--- src/design/lspc_pkg.sv ---
// ---------------------------------------------------------------------------
// lspc_pkg: shared definitions for the settled-weight piece counter
// Register indexes, reset values, field widths and the control bundle
// that the sequencer hands to the settle tracker.
// ---------------------------------------------------------------------------
package lspc_pkg;

  // Default values for the top-level parameters
  localparam int DEF_WEIGHT_BITS   = 24;
  localparam int DEF_AVG_FRAC_BITS = 8;

  // Fixed field widths
  localparam int BAND_W      = 24;
  localparam int RUN_W       = 10;
  localparam int BATCH_W     = 8;
  localparam int AVG_W       = 32;
  localparam int TOTAL_W     = 32;
  localparam int COUNT_W     = 8;
  localparam int CFG_DATA_W  = 32;
  localparam int CFG_INDEX_W = 3;

  // Configuration register indexes
  localparam logic [CFG_INDEX_W-1:0] REG_STEADY_BAND    = 3'd0;
  localparam logic [CFG_INDEX_W-1:0] REG_SETTLE_SAMPLES = 3'd1;
  localparam logic [CFG_INDEX_W-1:0] REG_NOISE_LIMIT    = 3'd2;
  localparam logic [CFG_INDEX_W-1:0] REG_BATCH_SIZE     = 3'd3;
  localparam logic [CFG_INDEX_W-1:0] REG_INITIAL_AVG    = 3'd4;

  // Register reset values
  localparam logic [BAND_W-1:0]  RST_STEADY_BAND    = 24'd50;
  localparam logic [RUN_W-1:0]   RST_SETTLE_SAMPLES = 10'd10;
  localparam logic [BAND_W-1:0]  RST_NOISE_LIMIT    = 24'd300;
  localparam logic [BATCH_W-1:0] RST_BATCH_SIZE     = 8'd10;
  localparam logic [AVG_W-1:0]   RST_INITIAL_AVG    = 32'd25600;

  // Saturation limits
  localparam logic [RUN_W-1:0]   RUN_MAX   = 10'd1023;
  localparam logic [TOTAL_W-1:0] TOTAL_MAX = 32'hFFFF_FFFF;
  localparam logic [AVG_W-1:0]   AVG_MAX   = 32'hFFFF_FFFF;

  // Control from the sequencer to the settle tracker
  typedef struct packed {
    logic step;         // apply one sample to the tracker state
    logic clear_total;  // batch completed: drop the running total
  } track_ctrl_t;

endpackage

--- src/design/lspc_div.sv ---
// ---------------------------------------------------------------------------
// lspc_div: shared restoring divider
// One quotient bit per cycle; divides a DIVIDEND_W-bit value by a
// 32-bit non-zero divisor, starting on the start pulse.
// ---------------------------------------------------------------------------
module lspc_div
  import lspc_pkg::*;
#(
  parameter int DIVIDEND_W = 40
) (
  input  logic                  clk,
  input  logic                  rst,
  input  logic                  start,
  input  logic [DIVIDEND_W-1:0] dividend,
  input  logic [AVG_W-1:0]      divisor,
  output logic                  done,
  output logic [DIVIDEND_W-1:0] quotient
);

  localparam int CNT_W = $clog2(DIVIDEND_W + 1);

  logic                  busy;
  logic [CNT_W-1:0]      cnt;
  logic [AVG_W-1:0]      rem;
  logic [AVG_W-1:0]      dsr;
  logic [DIVIDEND_W-1:0] dvd;
  logic [DIVIDEND_W-1:0] quo;

  logic [AVG_W:0] trial;
  logic [AVG_W:0] trial_sub;
  logic           sub_ok;

  // Bring down the next dividend bit and try the subtraction
  always_comb begin
    trial     = {rem, dvd[DIVIDEND_W-1]};
    sub_ok    = trial >= {1'b0, dsr};
    trial_sub = trial - {1'b0, dsr};
  end

  // Control: busy flag, step counter and done pulse
  always_ff @(posedge clk) begin
    if (rst) begin
      busy <= 1'b0;
      done <= 1'b0;
      cnt  <= '0;
    end else begin
      done <= !start && busy && (cnt == CNT_W'(1));
      if (start) begin
        busy <= 1'b1;
        cnt  <= CNT_W'(DIVIDEND_W);
      end else if (busy) begin
        cnt <= cnt - 1'b1;
        if (cnt == CNT_W'(1)) begin
          busy <= 1'b0;
        end
      end
    end
  end

  // Datapath: partial remainder, shifting dividend and quotient
  always_ff @(posedge clk) begin
    if (start) begin
      rem <= '0;
      dsr <= divisor;
      dvd <= dividend;
      quo <= '0;
    end else if (busy) begin
      rem <= sub_ok ? trial_sub[AVG_W-1:0] : trial[AVG_W-1:0];
      dvd <= dvd << 1;
      quo <= {quo[DIVIDEND_W-2:0], sub_ok};
    end
  end

  assign quotient = quo;

endmodule

--- src/design/lspc_track.sv ---
// ---------------------------------------------------------------------------
// lspc_track: steadiness and settle tracker
// Holds the previous sample, the settled reference, the steady run and the
// lamp, and adds settled rises to the saturating running total.
// ---------------------------------------------------------------------------
module lspc_track
  import lspc_pkg::*;
#(
  parameter int WEIGHT_BITS = DEF_WEIGHT_BITS
) (
  input  logic                   clk,
  input  logic                   rst,
  input  track_ctrl_t            ctrl,
  input  logic [WEIGHT_BITS-1:0] sample,
  input  logic [BAND_W-1:0]      steady_band,
  input  logic [RUN_W-1:0]       settle_samples,
  input  logic [BAND_W-1:0]      noise_limit,
  output logic [TOTAL_W-1:0]     total,
  output logic                   lamp
);

  logic [WEIGHT_BITS-1:0] prev_sample;
  logic [WEIGHT_BITS-1:0] settled_ref;
  logic [RUN_W-1:0]       steady_run;

  logic [WEIGHT_BITS-1:0] prev_sample_next;
  logic [WEIGHT_BITS-1:0] settled_ref_next;
  logic [RUN_W-1:0]       steady_run_next;
  logic [TOTAL_W-1:0]     total_next;
  logic                   lamp_next;

  logic [WEIGHT_BITS-1:0] diff;
  logic [WEIGHT_BITS-1:0] rise;
  logic [WEIGHT_BITS-1:0] fall;
  logic [TOTAL_W:0]       sum;
  logic [RUN_W-1:0]       run_step;
  logic                   steady;
  logic                   is_rise;
  logic                   is_fall;

  // Work out the next tracker state for the sample on offer
  always_comb begin
    diff   = (sample >= prev_sample) ? (sample - prev_sample) : (prev_sample - sample);
    steady = 32'(diff) <= 32'(steady_band);
    rise   = sample - settled_ref;
    fall   = settled_ref - sample;
    is_rise = (sample > settled_ref) && (32'(rise) > 32'(noise_limit));
    is_fall = (settled_ref > sample) && (32'(fall) > 32'(noise_limit));
    sum     = (TOTAL_W + 1)'(total) + (TOTAL_W + 1)'(rise);

    lamp_next        = lamp;
    total_next       = total;
    settled_ref_next = settled_ref;
    prev_sample_next = sample;

    if (steady) begin
      lamp_next = 1'b0;
      run_step  = (steady_run < RUN_MAX) ? steady_run + 1'b1 : steady_run;
    end else begin
      run_step  = '0;
    end
    steady_run_next = run_step;

    // Settled: clamp the run, then take a rise or follow a fall
    if (run_step >= settle_samples) begin
      steady_run_next = settle_samples;
      if (is_rise) begin
        total_next       = sum[TOTAL_W] ? TOTAL_MAX : sum[TOTAL_W-1:0];
        settled_ref_next = sample;
        lamp_next        = 1'b1;
      end else if (is_fall) begin
        settled_ref_next = sample;
      end
    end
  end

  // Update on a sample; drop the total when a batch completes
  always_ff @(posedge clk) begin
    if (rst) begin
      prev_sample <= '0;
      settled_ref <= '0;
      steady_run  <= '0;
      total       <= '0;
      lamp        <= 1'b0;
    end else if (ctrl.step) begin
      prev_sample <= prev_sample_next;
      settled_ref <= settled_ref_next;
      steady_run  <= steady_run_next;
      total       <= total_next;
      lamp        <= lamp_next;
    end else if (ctrl.clear_total) begin
      total <= '0;
    end
  end

endmodule

--- src/design/load_settle_piece_counter.sv ---
// ---------------------------------------------------------------------------
// load_settle_piece_counter: settled-weight piece counter
// Tracks load-cell samples, totals settled additions, counts pieces by the
// per-piece average and relearns that average once a batch is complete.
// ---------------------------------------------------------------------------
//  channel   handshake              payload
//  -------   ---------------------  ------------------------------------------
//  in        in_valid / in_ready    sample_weight
//  out       out_valid / out_ready  stable_indicator, piece_count,
//                                   accumulated_weight, current_piece_avg,
//                                   avg_relearned
//  cfg       cfg_write_en           cfg_index, cfg_data (no wait, no read-back)
//
//  Each accepted sample runs the shared one-bit-per-cycle divider once for
//  the piece count, and once more for the relearned average when the
//  sample completes a batch.
//  Reset is synchronous; after it the block takes a sample at once.
//  A stalled result holds the output register; the next sample is accepted
//  meanwhile and its result waits until the register is free.
// ---------------------------------------------------------------------------
module load_settle_piece_counter
  import lspc_pkg::*;
#(
  parameter int WEIGHT_BITS   = DEF_WEIGHT_BITS,
  parameter int AVG_FRAC_BITS = DEF_AVG_FRAC_BITS
) (
  input  logic                   clk,
  input  logic                   rst,
  input  logic                   in_valid,
  output logic                   in_ready,
  input  logic [WEIGHT_BITS-1:0] sample_weight,
  output logic                   out_valid,
  input  logic                   out_ready,
  output logic                   stable_indicator,
  output logic [COUNT_W-1:0]     piece_count,
  output logic [TOTAL_W-1:0]     accumulated_weight,
  output logic [AVG_W-1:0]       current_piece_avg,
  output logic                   avg_relearned,
  input  logic                   cfg_write_en,
  input  logic [CFG_INDEX_W-1:0] cfg_index,
  input  logic [CFG_DATA_W-1:0]  cfg_data
);

  localparam int DIVIDEND_W = TOTAL_W + AVG_FRAC_BITS;

  // Sequencer states
  localparam logic [2:0] S_IDLE     = 3'd0;
  localparam logic [2:0] S_CNT_GO   = 3'd1;
  localparam logic [2:0] S_CNT_WAIT = 3'd2;
  localparam logic [2:0] S_LRN_GO   = 3'd3;
  localparam logic [2:0] S_LRN_WAIT = 3'd4;
  localparam logic [2:0] S_OUT      = 3'd5;

  logic [2:0] state;

  // Configuration registers
  logic [BAND_W-1:0]  steady_band;
  logic [RUN_W-1:0]   settle_samples;
  logic [BAND_W-1:0]  noise_limit;
  logic [BATCH_W-1:0] batch_size;
  logic [AVG_W-1:0]   initial_piece_avg;

  // Learned average and per-sample results
  logic [AVG_W-1:0]   learned_avg;
  logic               avg_learned;
  logic [COUNT_W-1:0] res_count;
  logic               res_relearn;

  logic [AVG_W-1:0]      avg_raw;
  logic [AVG_W-1:0]      avg_use;
  logic [BATCH_W-1:0]    batch_eff;
  logic [TOTAL_W-1:0]    total;
  logic                  lamp;
  track_ctrl_t           track_ctrl;
  logic                  div_start;
  logic [DIVIDEND_W-1:0] div_dividend;
  logic [AVG_W-1:0]      div_divisor;
  logic                  div_done;
  logic [DIVIDEND_W-1:0] div_quo;
  logic                  in_txn;
  logic                  out_free;

  assign in_ready = (state == S_IDLE);
  assign in_txn   = in_valid && in_ready;
  assign out_free = !out_valid || out_ready;

  // Average in use; zero stands for one LSB, as does a zero batch size
  assign avg_raw   = avg_learned ? learned_avg : initial_piece_avg;
  assign avg_use   = (avg_raw == '0) ? AVG_W'(1) : avg_raw;
  assign batch_eff = (batch_size == '0) ? BATCH_W'(1) : batch_size;

  // Configuration writes
  always_ff @(posedge clk) begin
    if (rst) begin
      steady_band       <= RST_STEADY_BAND;
      settle_samples    <= RST_SETTLE_SAMPLES;
      noise_limit       <= RST_NOISE_LIMIT;
      batch_size        <= RST_BATCH_SIZE;
      initial_piece_avg <= RST_INITIAL_AVG;
    end else if (cfg_write_en) begin
      unique case (cfg_index)
        REG_STEADY_BAND:    steady_band       <= cfg_data[BAND_W-1:0];
        REG_SETTLE_SAMPLES: settle_samples    <= cfg_data[RUN_W-1:0];
        REG_NOISE_LIMIT:    noise_limit       <= cfg_data[BAND_W-1:0];
        REG_BATCH_SIZE:     batch_size        <= cfg_data[BATCH_W-1:0];
        REG_INITIAL_AVG:    initial_piece_avg <= cfg_data[AVG_W-1:0];
        default: ;
      endcase
    end
  end

  // Drive the tracker and the shared divider from the sequencer state
  always_comb begin
    track_ctrl.step        = in_txn;
    track_ctrl.clear_total = (state == S_LRN_WAIT) && div_done;
    div_start    = (state == S_CNT_GO) || (state == S_LRN_GO);
    div_dividend = DIVIDEND_W'(total) << AVG_FRAC_BITS;
    div_divisor  = (state == S_LRN_GO) ? AVG_W'(batch_eff) : avg_use;
  end

  lspc_track #(
    .WEIGHT_BITS (WEIGHT_BITS)
  ) u_track (
    .clk            (clk),
    .rst            (rst),
    .ctrl           (track_ctrl),
    .sample         (sample_weight),
    .steady_band    (steady_band),
    .settle_samples (settle_samples),
    .noise_limit    (noise_limit),
    .total          (total),
    .lamp           (lamp)
  );

  lspc_div #(
    .DIVIDEND_W (DIVIDEND_W)
  ) u_div (
    .clk      (clk),
    .rst      (rst),
    .start    (div_start),
    .dividend (div_dividend),
    .divisor  (div_divisor),
    .done     (div_done),
    .quotient (div_quo)
  );

  // Sequencer: count, relearn when the batch is full, then hand over
  always_ff @(posedge clk) begin
    if (rst) begin
      state       <= S_IDLE;
      learned_avg <= '0;
      avg_learned <= 1'b0;
      out_valid   <= 1'b0;
    end else begin
      // Offer a new result, or drop the one just taken
      if (state == S_OUT && out_free) begin
        out_valid <= 1'b1;
      end else if (out_valid && out_ready) begin
        out_valid <= 1'b0;
      end
      unique case (state)
        S_IDLE: begin
          if (in_txn) begin
            state <= S_CNT_GO;
          end
        end
        S_CNT_GO: begin
          state <= S_CNT_WAIT;
        end
        S_CNT_WAIT: begin
          if (div_done) begin
            if (div_quo >= DIVIDEND_W'(batch_eff)) begin
              state <= S_LRN_GO;
            end else begin
              state <= S_OUT;
            end
          end
        end
        S_LRN_GO: begin
          state <= S_LRN_WAIT;
        end
        S_LRN_WAIT: begin
          if (div_done) begin
            if (div_quo > DIVIDEND_W'(AVG_MAX)) begin
              learned_avg <= AVG_MAX;
            end else if (div_quo == '0) begin
              learned_avg <= AVG_W'(1);
            end else begin
              learned_avg <= div_quo[AVG_W-1:0];
            end
            avg_learned <= 1'b1;
            state       <= S_OUT;
          end
        end
        S_OUT: begin
          if (out_free) begin
            state <= S_IDLE;
          end
        end
        default: begin
          state <= S_IDLE;
        end
      endcase
    end
  end

  // Hold the count and relearn flag of the sample in flight
  always_ff @(posedge clk) begin
    if (state == S_CNT_WAIT && div_done) begin
      res_count   <= div_quo[COUNT_W-1:0];
      res_relearn <= 1'b0;
    end else if (state == S_LRN_WAIT && div_done) begin
      res_count   <= '0;
      res_relearn <= 1'b1;
    end
  end

  // Output register
  always_ff @(posedge clk) begin
    if (state == S_OUT && out_free) begin
      stable_indicator   <= lamp;
      piece_count        <= res_count;
      accumulated_weight <= total;
      current_piece_avg  <= avg_use;
      avg_relearned      <= res_relearn;
    end
  end

endmodule

--- config.mk ---
export PLATFORM = sky130hd
export DESIGN_NAME = load_settle_piece_counter
export DESIGN_NICKNAME = d
export VERILOG_FILES = /design/src/design/lspc_pkg.sv /design/src/design/lspc_div.sv /design/src/design/lspc_track.sv /design/src/design/load_settle_piece_counter.sv
export SDC_FILE = /design/constraint.sdc
export NUM_CORES = 1
export LEC_CHECK = 0
export BUFFER_PORTS_ARGS = -buffer_cell sky130_fd_sc_hd__buf_2
export CORE_ASPECT_RATIO = 0.7
export CORE_UTILIZATION = 52
export DETAILED_ROUTE_END_ITERATION = 12
export GPL_ROUTABILITY_DRIVEN = 0
export GPL_TIMING_DRIVEN = 0
export PLACE_DENSITY = 0.69
export REMOVE_ABC_BUFFERS = 1
export SYNTH_ARGS = -nofsm -noshare
export SYNTH_HDL_FRONTEND = slang
export SYNTH_SLANG_ARGS = --single-unit
--- constraint.sdc ---
create_clock -name clk -period 13.6 [get_ports clk]
set_input_delay 2.04 -clock clk [delete_from_list [all_inputs] [get_ports clk]]
set_output_delay 2.04 -clock clk [all_outputs]
set_load 0.02 [all_outputs]
==> results.tsv, run 1 <==
metric	value	unit
slew-limit-headroom	9.76	%
cts_setup_buffers	0	
reg2reg_to	u_track.settled_ref[2]$_SDFFE_PP0P_	
min_path_cells	0	
overflow	0	
yosys.area.top_type	dfxtp_1	
crit_top_cell	a21o_1	
p_leak	12.6	nW
ys_types	81	
track_usage	27.3	%
firstDrtPassIters	5	
finalCritPeriodShare	79.0	%
drt_iter0_drc	2378	
die-height	194	µm
regArea	10500	µm²
diodes	0	
status	finished clean	
cts_root_buffer	clkbuf_16	
r2r_setup_slack	4.30	ns
crit_required	14.10	ns
hold_buffers	0	
rsz0062_at_grt	false	
arrival	11.24	ns
synth-async-reset-ratio	0	%
clkSinkCount	453	
synthTopCellsByCount	506 x nand2_1, 339 x a21oi_1, 307 x dfxtp_1	
dieArea	53800	µm²
min_delay_worst_endpoint	piece_count[7]$_DFFE_PP_	
drt-total-wl	75100	µm
dieWidth	277	µm
netlist_instances	3239	
rows	70	
clk_pin_slew	0.06	ns
peakVddDrop	90.6	µV
synth_top_cells_by_area	dfxtp_1 22%, edfxtp_1 16%, ha_1 11%	
ant_nets	0	
powerDensity	139	nW/µm²
critPathLaunchType	input pin	
htreeDepth	2	
reg2regPathDepth	30	
synth_area	27500	µm²
multi_input_area	15300	µm²
whs	0.408	ns
critPathMaxStageDelay	0.76	ns
ys_seq_area_share	38.3	%
first_global_vias	22000	
clock_skew	0.0206	ns
hold_violations	0	
synth-seq-cells	453	
ys_warn_count	0	
hp-class	reg -> reg	
dpl.hpwl	55200	µm
gr-max-usage-layer	met2	
global_route.usage.met1	40.9	%
crit_path_end_kind	register	
final_area	30100	µm²
synth.most_common_cell	nand2_1	
hp-start	res_count[7]$_SDFFCE_PN0P_	
fin_crit	10.74	ns
pre_cts_ws	2.40	ns
fill_cells	4662	
layout-drive-gt1-share	8.09	%
syn_area_per_cell	8.48	µm²
synth_top_area_share	22.4	%
start_util	52.6	%
rr_startpoint	u_track.prev_sample[0]$_SDFFE_PP0P_	
io_pins	140	
crit_slowest_cell	and2_1	
post_drt_wl_per_cell	18.8	µm
fin_util	57.6	%
max_cap_viol_count	0	
core	52200	µm²
grt_pass1_wl	119000	µm
use_met2	40.9	%
cts_buffer_depth	3	
post_dp_cell_area	28600	µm²
synth_enable_flop_cells	146	
final_nets	3580	
worst_pin_slew	1.35	ns
clock.fmax	93.1	MHz
worstSetupPathType	in -> reg	
finalSetupViolations	0	
routed_via_density	5.94	
vias	23700	
use_met3	4.34	%
finalPower	4.17	mW
slew_viol_final	0	
fin_ws	2.86	ns
synthFlopType	dfxtp_1	
syn2layout_area_growth	9.54	%
cts-resized-gates	0	
grt_start_max_net_pins	141	
io_buffer_count	139	
clk_latency	0.59	ns
drc	0	
tritoncts	built	
cts_made_buffers	46	
antenna_found_initial	2	
cp_max_fo	30	
## worst max-delay path by stage
stage                      start                                   end  slack [ns]  depth (start not counted)
6_report       sample_weight[13]   u_track.settled_ref[2]$_SDFFE_PP0P_        2.86                         30
5_1_grt        sample_weight[13]   u_track.settled_ref[3]$_SDFFE_PP0P_        2.24                         30
4_1_cts        sample_weight[13]   u_track.settled_ref[2]$_SDFFE_PP0P_        2.96                         30
3_5_place_dp   sample_weight[13]  u_track.settled_ref[22]$_SDFFE_PP0P_        2.40                         30
3_3_place_gp    sample_weight[0]   u_track.settled_ref[1]$_SDFFE_PP0P_       -1.37                         30
2_1_floorplan  sample_weight[13]   u_track.settled_ref[0]$_SDFFE_PP0P_        2.85                         27
## logic make-up (layout without fill, tap and decap cells)
kind of cell / count (synthesis) / after routing / share of synthesized area [%]
flip-flops: 453 / 453 / 38.3
XOR/XNOR: 115 / 115 / 3.67
multiplexers: 112 / 112 / 4.12
buffers and inverters: 425 / 487 / 6.05
AO/OA/AOI/OAI: 811 / 811 / 18.6
AND/OR/NAND/NOR: 1074 / 1074 / 17.7
adder cells (fa/ha/maj): 249 / 249 / 11.5
## flip-flops by register name (all words and copies together) (netlist names), 3 cells and up
register             cells
u_div.cnt                6
u_track.total           32
u_track.prev_sample     24
u_div.rem               32
batch_size               8
u_div.quotient          40
settle_samples          10
current_piece_avg       32
res_count                8
u_div.dsr               32
state                    3
u_track.steady_run      10
learned_avg             32
accumulated_weight      32
u_track.settled_ref     24
u_div.dvd               32
piece_count              8
initial_piece_avg       32
steady_band             24
noise_limit             24
## metal layers
metal | share of wire (%) | wire [µm]
met1 | 48 | 36000
met2 | 42 | 31800
met3 | 7.8 | 5860
met4 | 1.9 | 1430
met5 | 0.017 | 13
## through the flow
stage | setup TNS [ns] | std cells
2_1_floorplan | 0 | 3064
3_3_place_gp | -52.10 | 3887
3_5_place_dp | 0 | 3903
4_1_cts | 0 | 3985
5_1_grt | 0 | 3985
6_report | 0 | 3985
## cell type report
type	instances	area share [%]
repair buffers	155	3.22
well taps	684	2.84
inverters	250	3.13
clock buffers	59	4.20
clock inverters	23	0.686
multi-input cells	2361	50.9
flip-flops and latches	453	35.0
## power by group
part,internal [mW],switching (mW)
clock,0.714,0.552
sequential,1.50,0.0807
combinational,0.512,0.816
## worst max-delay path: cells and delay by family
kind	cells	cell delay (ns)
xor gates and xnor gates	1	0.16
muxes	2	0.70
adders and majority gates	3	0.86
buffers and inverters	5	1.13
and+or+nand+nor	5	2.00
AOI/OAI and AO/OA	14	4.29
## layout by cell type (no fill, tap or decap), types with 9 or more instances in the layout
| master | instances |
|---|---|
| nor3_1 | 53 |
| xor2_1 | 42 |
| a211o_1 | 11 |
| nand4_1 | 45 |
| a21o_1 | 83 |
| clkbuf_16 | 48 |
| or2_2 | 9 |
| a211oi_1 | 39 |
| nand2_1 | 505 |
| mux2i_1 | 107 |
| nand2b_1 | 70 |
| nor2_1 | 203 |
| a31oi_1 | 26 |
| and3_1 | 15 |
| o211ai_1 | 9 |
| a311oi_1 | 32 |
| o31ai_1 | 11 |
| inv_1 | 247 |
| nor4_1 | 22 |
| a21oi_1 | 339 |
| buf_2 | 138 |
| dfxtp_1 | 305 |
| xnor2_1 | 73 |
| ha_1 | 243 |
| o21bai_1 | 19 |
| o21a_1 | 29 |
| a221oi_1 | 11 |
| nand3_1 | 47 |
| nor2b_1 | 23 |
| a21boi_0 | 10 |
| nand3b_1 | 19 |
| and2_1 | 27 |
| clkbuf_1 | 9 |
| edfxtp_1 | 146 |
| o21ai_0 | 122 |
No activity file was read; power rests on OpenSTA's default activity.
==> run 2, diff against run 1 <==
==> constraint.sdc (replaced) <==
create_clock -name clk -period 10.5 [get_ports clk]
set_input_delay 1.575 -clock clk [delete_from_list [all_inputs] [get_ports clk]]
set_output_delay 1.575 -clock clk [all_outputs]
set_load 0.02 [all_outputs]
==> run 2 against run 1 <==
Effect of this change:
- flip-flop and latch count unchanged
- clock skew grew 0.0031 ns
- first-iteration DRC count is essentially flat
- worst hold slack better by 0.00060 ns
- via count shrank 0.32%
- design area is essentially flat
- sequential share of layout area about the same
- register-to-register slack got worse by 2.5 ns
- critical path depth stayed put
- non-clock buffer count did not move
- combinational power increased by 29%
- die area unchanged
==> results.tsv, run 2 (synthesis results as in run 1) <==
metric	value	unit
status	finished clean	
vias	23600	
hp-class	reg -> reg	
core	52200	µm²
largest_register_ff_count	40	
grt_pass1_wl	119000	µm
power_switching	1.88	mW
powerDensity	180	nW/µm²
grt_start_max_net_pins	141	
slew-limit-headroom	9.03	%
crit_slowest_cell	nor2_4	
drc	0	
firstDrtPassIters	5	
critPathLaunchType	input pin	
critPathMaxStageDelay	0.61	ns
die-height	194	µm
drt_iter0_drc	2380	
post_drt_wl_per_cell	18.8	µm
final_area	30100	µm²
clock_skew	0.0237	ns
internal_power	3.53	mW
slew_viol_final	0	
cp_max_fo	30	
crit_buf_inv	5	
final_nets	3580	
finalSetupViolations	0	
finalCritPeriodShare	92.4	%
post_dp_cell_area	28600	µm²
htreeDepth	2	
syn2layout_area_growth	9.59	%
cts_setup_buffers	0	
start_util	52.6	%
clk_pin_slew	0.06	ns
max_cap_viol_count	0	
setup_tns	0	ns
clk_latency	0.59	ns
dpl.hpwl	55200	µm
dieArea	53800	µm²
hold_buffers	0	
worstSetupPathType	in -> reg	
tritoncts	built	
io_buffer_count	139	
final_common_cell	nand2_1	
rows	70	
ant_nets	0	
arrival	10.20	ns
drt-total-wl	75100	µm
most-common-layout-cells	505 x nand2_1, 339 x a21oi_1, 305 x dfxtp_1, 247 x inv_1, 243 x ha_1	
crit_path_end_kind	register	
cts_made_buffers	46	
p_leak	12.6	nW
swShare	34.8	%
cts_buffer_depth	3	
clock.fmax	103	MHz
combPwrFrac	31.9	%
dieWidth	277	µm
layout-drive-gt1-share	8.15	%
fin_crit	9.70	ns
clkSinkCount	453	
diodes	0	
track_usage	27.3	%
first_global_vias	22000	
power_frac_seq	37.8	%
peakVddDrop	118	µV
cts_root_buffer	clkbuf_16	
crit_required	11.00	ns
routed_via_density	5.92	
pwr-share-clk	30.3	%
finalPower	5.40	mW
hold_violations	0	
overflow	0	
rsz0062_at_grt	false	
crit_family	compound AO/OA/AOI/OAI gates	
io_pins	140	
antenna_found_initial	2	
worst_pin_slew	1.36	ns
==> run 2: path summary, 6_finish.rpt <==
check,startpoint,to,slack [ns],cells past startpoint
min reg2reg,res_count[7]$_SDFFCE_PN0P_,piece_count[7]$_DFFE_PP_,0.41,0
max,sample_weight[11],u_track.settled_ref[2]$_SDFFE_PP0P_,0.80,30
min,res_count[7]$_SDFFCE_PN0P_,piece_count[7]$_DFFE_PP_,0.41,0
max reg2reg,u_track.prev_sample[0]$_SDFFE_PP0P_,u_track.settled_ref[2]$_SDFFE_PP0P_,1.76,30
==> run 2: final cells by class <==
class                           count  area [µm²]
Multi-Input combinational cell   2361       15300
Timing Repair Buffer              155         970
Sequential cell                   453       10500
Inverter                          250         941
Fill cell                        4661       22100
Tap cell                          684         856
Clock buffer                       59        1260
Clock inverter                     23         206
==> run 2: power groups by stage <==
stage                     Sequential (mW)  Combinational [mW]  Clock [mW]
after floorplan                      2.05                1.24           0
after global placement               2.08                1.60           0
after detailed placement             2.08                1.68           0
after CTS                            2.04                1.69        1.67
after global routing                 2.05                1.90        1.73
final                                2.04                1.72        1.64
==> run 2: metal layers <==
layer,wire [µm],global-route usage [%],up-vias,share of wire [%]
li1,-,-,11400,-
met4,1460,6.21,2,1.9
met5,13,0,-,0.017
met1,35800,40.9,11300,48
met3,5960,4.34,101,7.9
met2,31800,40.9,870,42
==> run 2: through the flow <==
| step | hold WS [ns] | util [%] | setup WS [ns] | instances |
|---|---|---|---|---|
| final | 0.409 | 57.7 | 0.799 | 3985 |
| after detailed placement | 0.405 | 54.8 | -0.239 | 3903 |
| after CTS | 0.410 | 57.6 | 0.329 | 3985 |
| after global routing | 0.424 | 57.7 | 0.276 | 3985 |
| after global placement | 0.410 | 54.2 | -4.00 | 3887 |
| after floorplan | 0.400 | - | 0.218 | 3064 |
==> run 2: repair_timing <==
| item | CTS | global route |
|---|---|---|
| resized for setup | 0 | 3 |
| endpoints found under the setup margin | 0 | 24 |
| endpoints found under the hold margin | 0 | 0 |
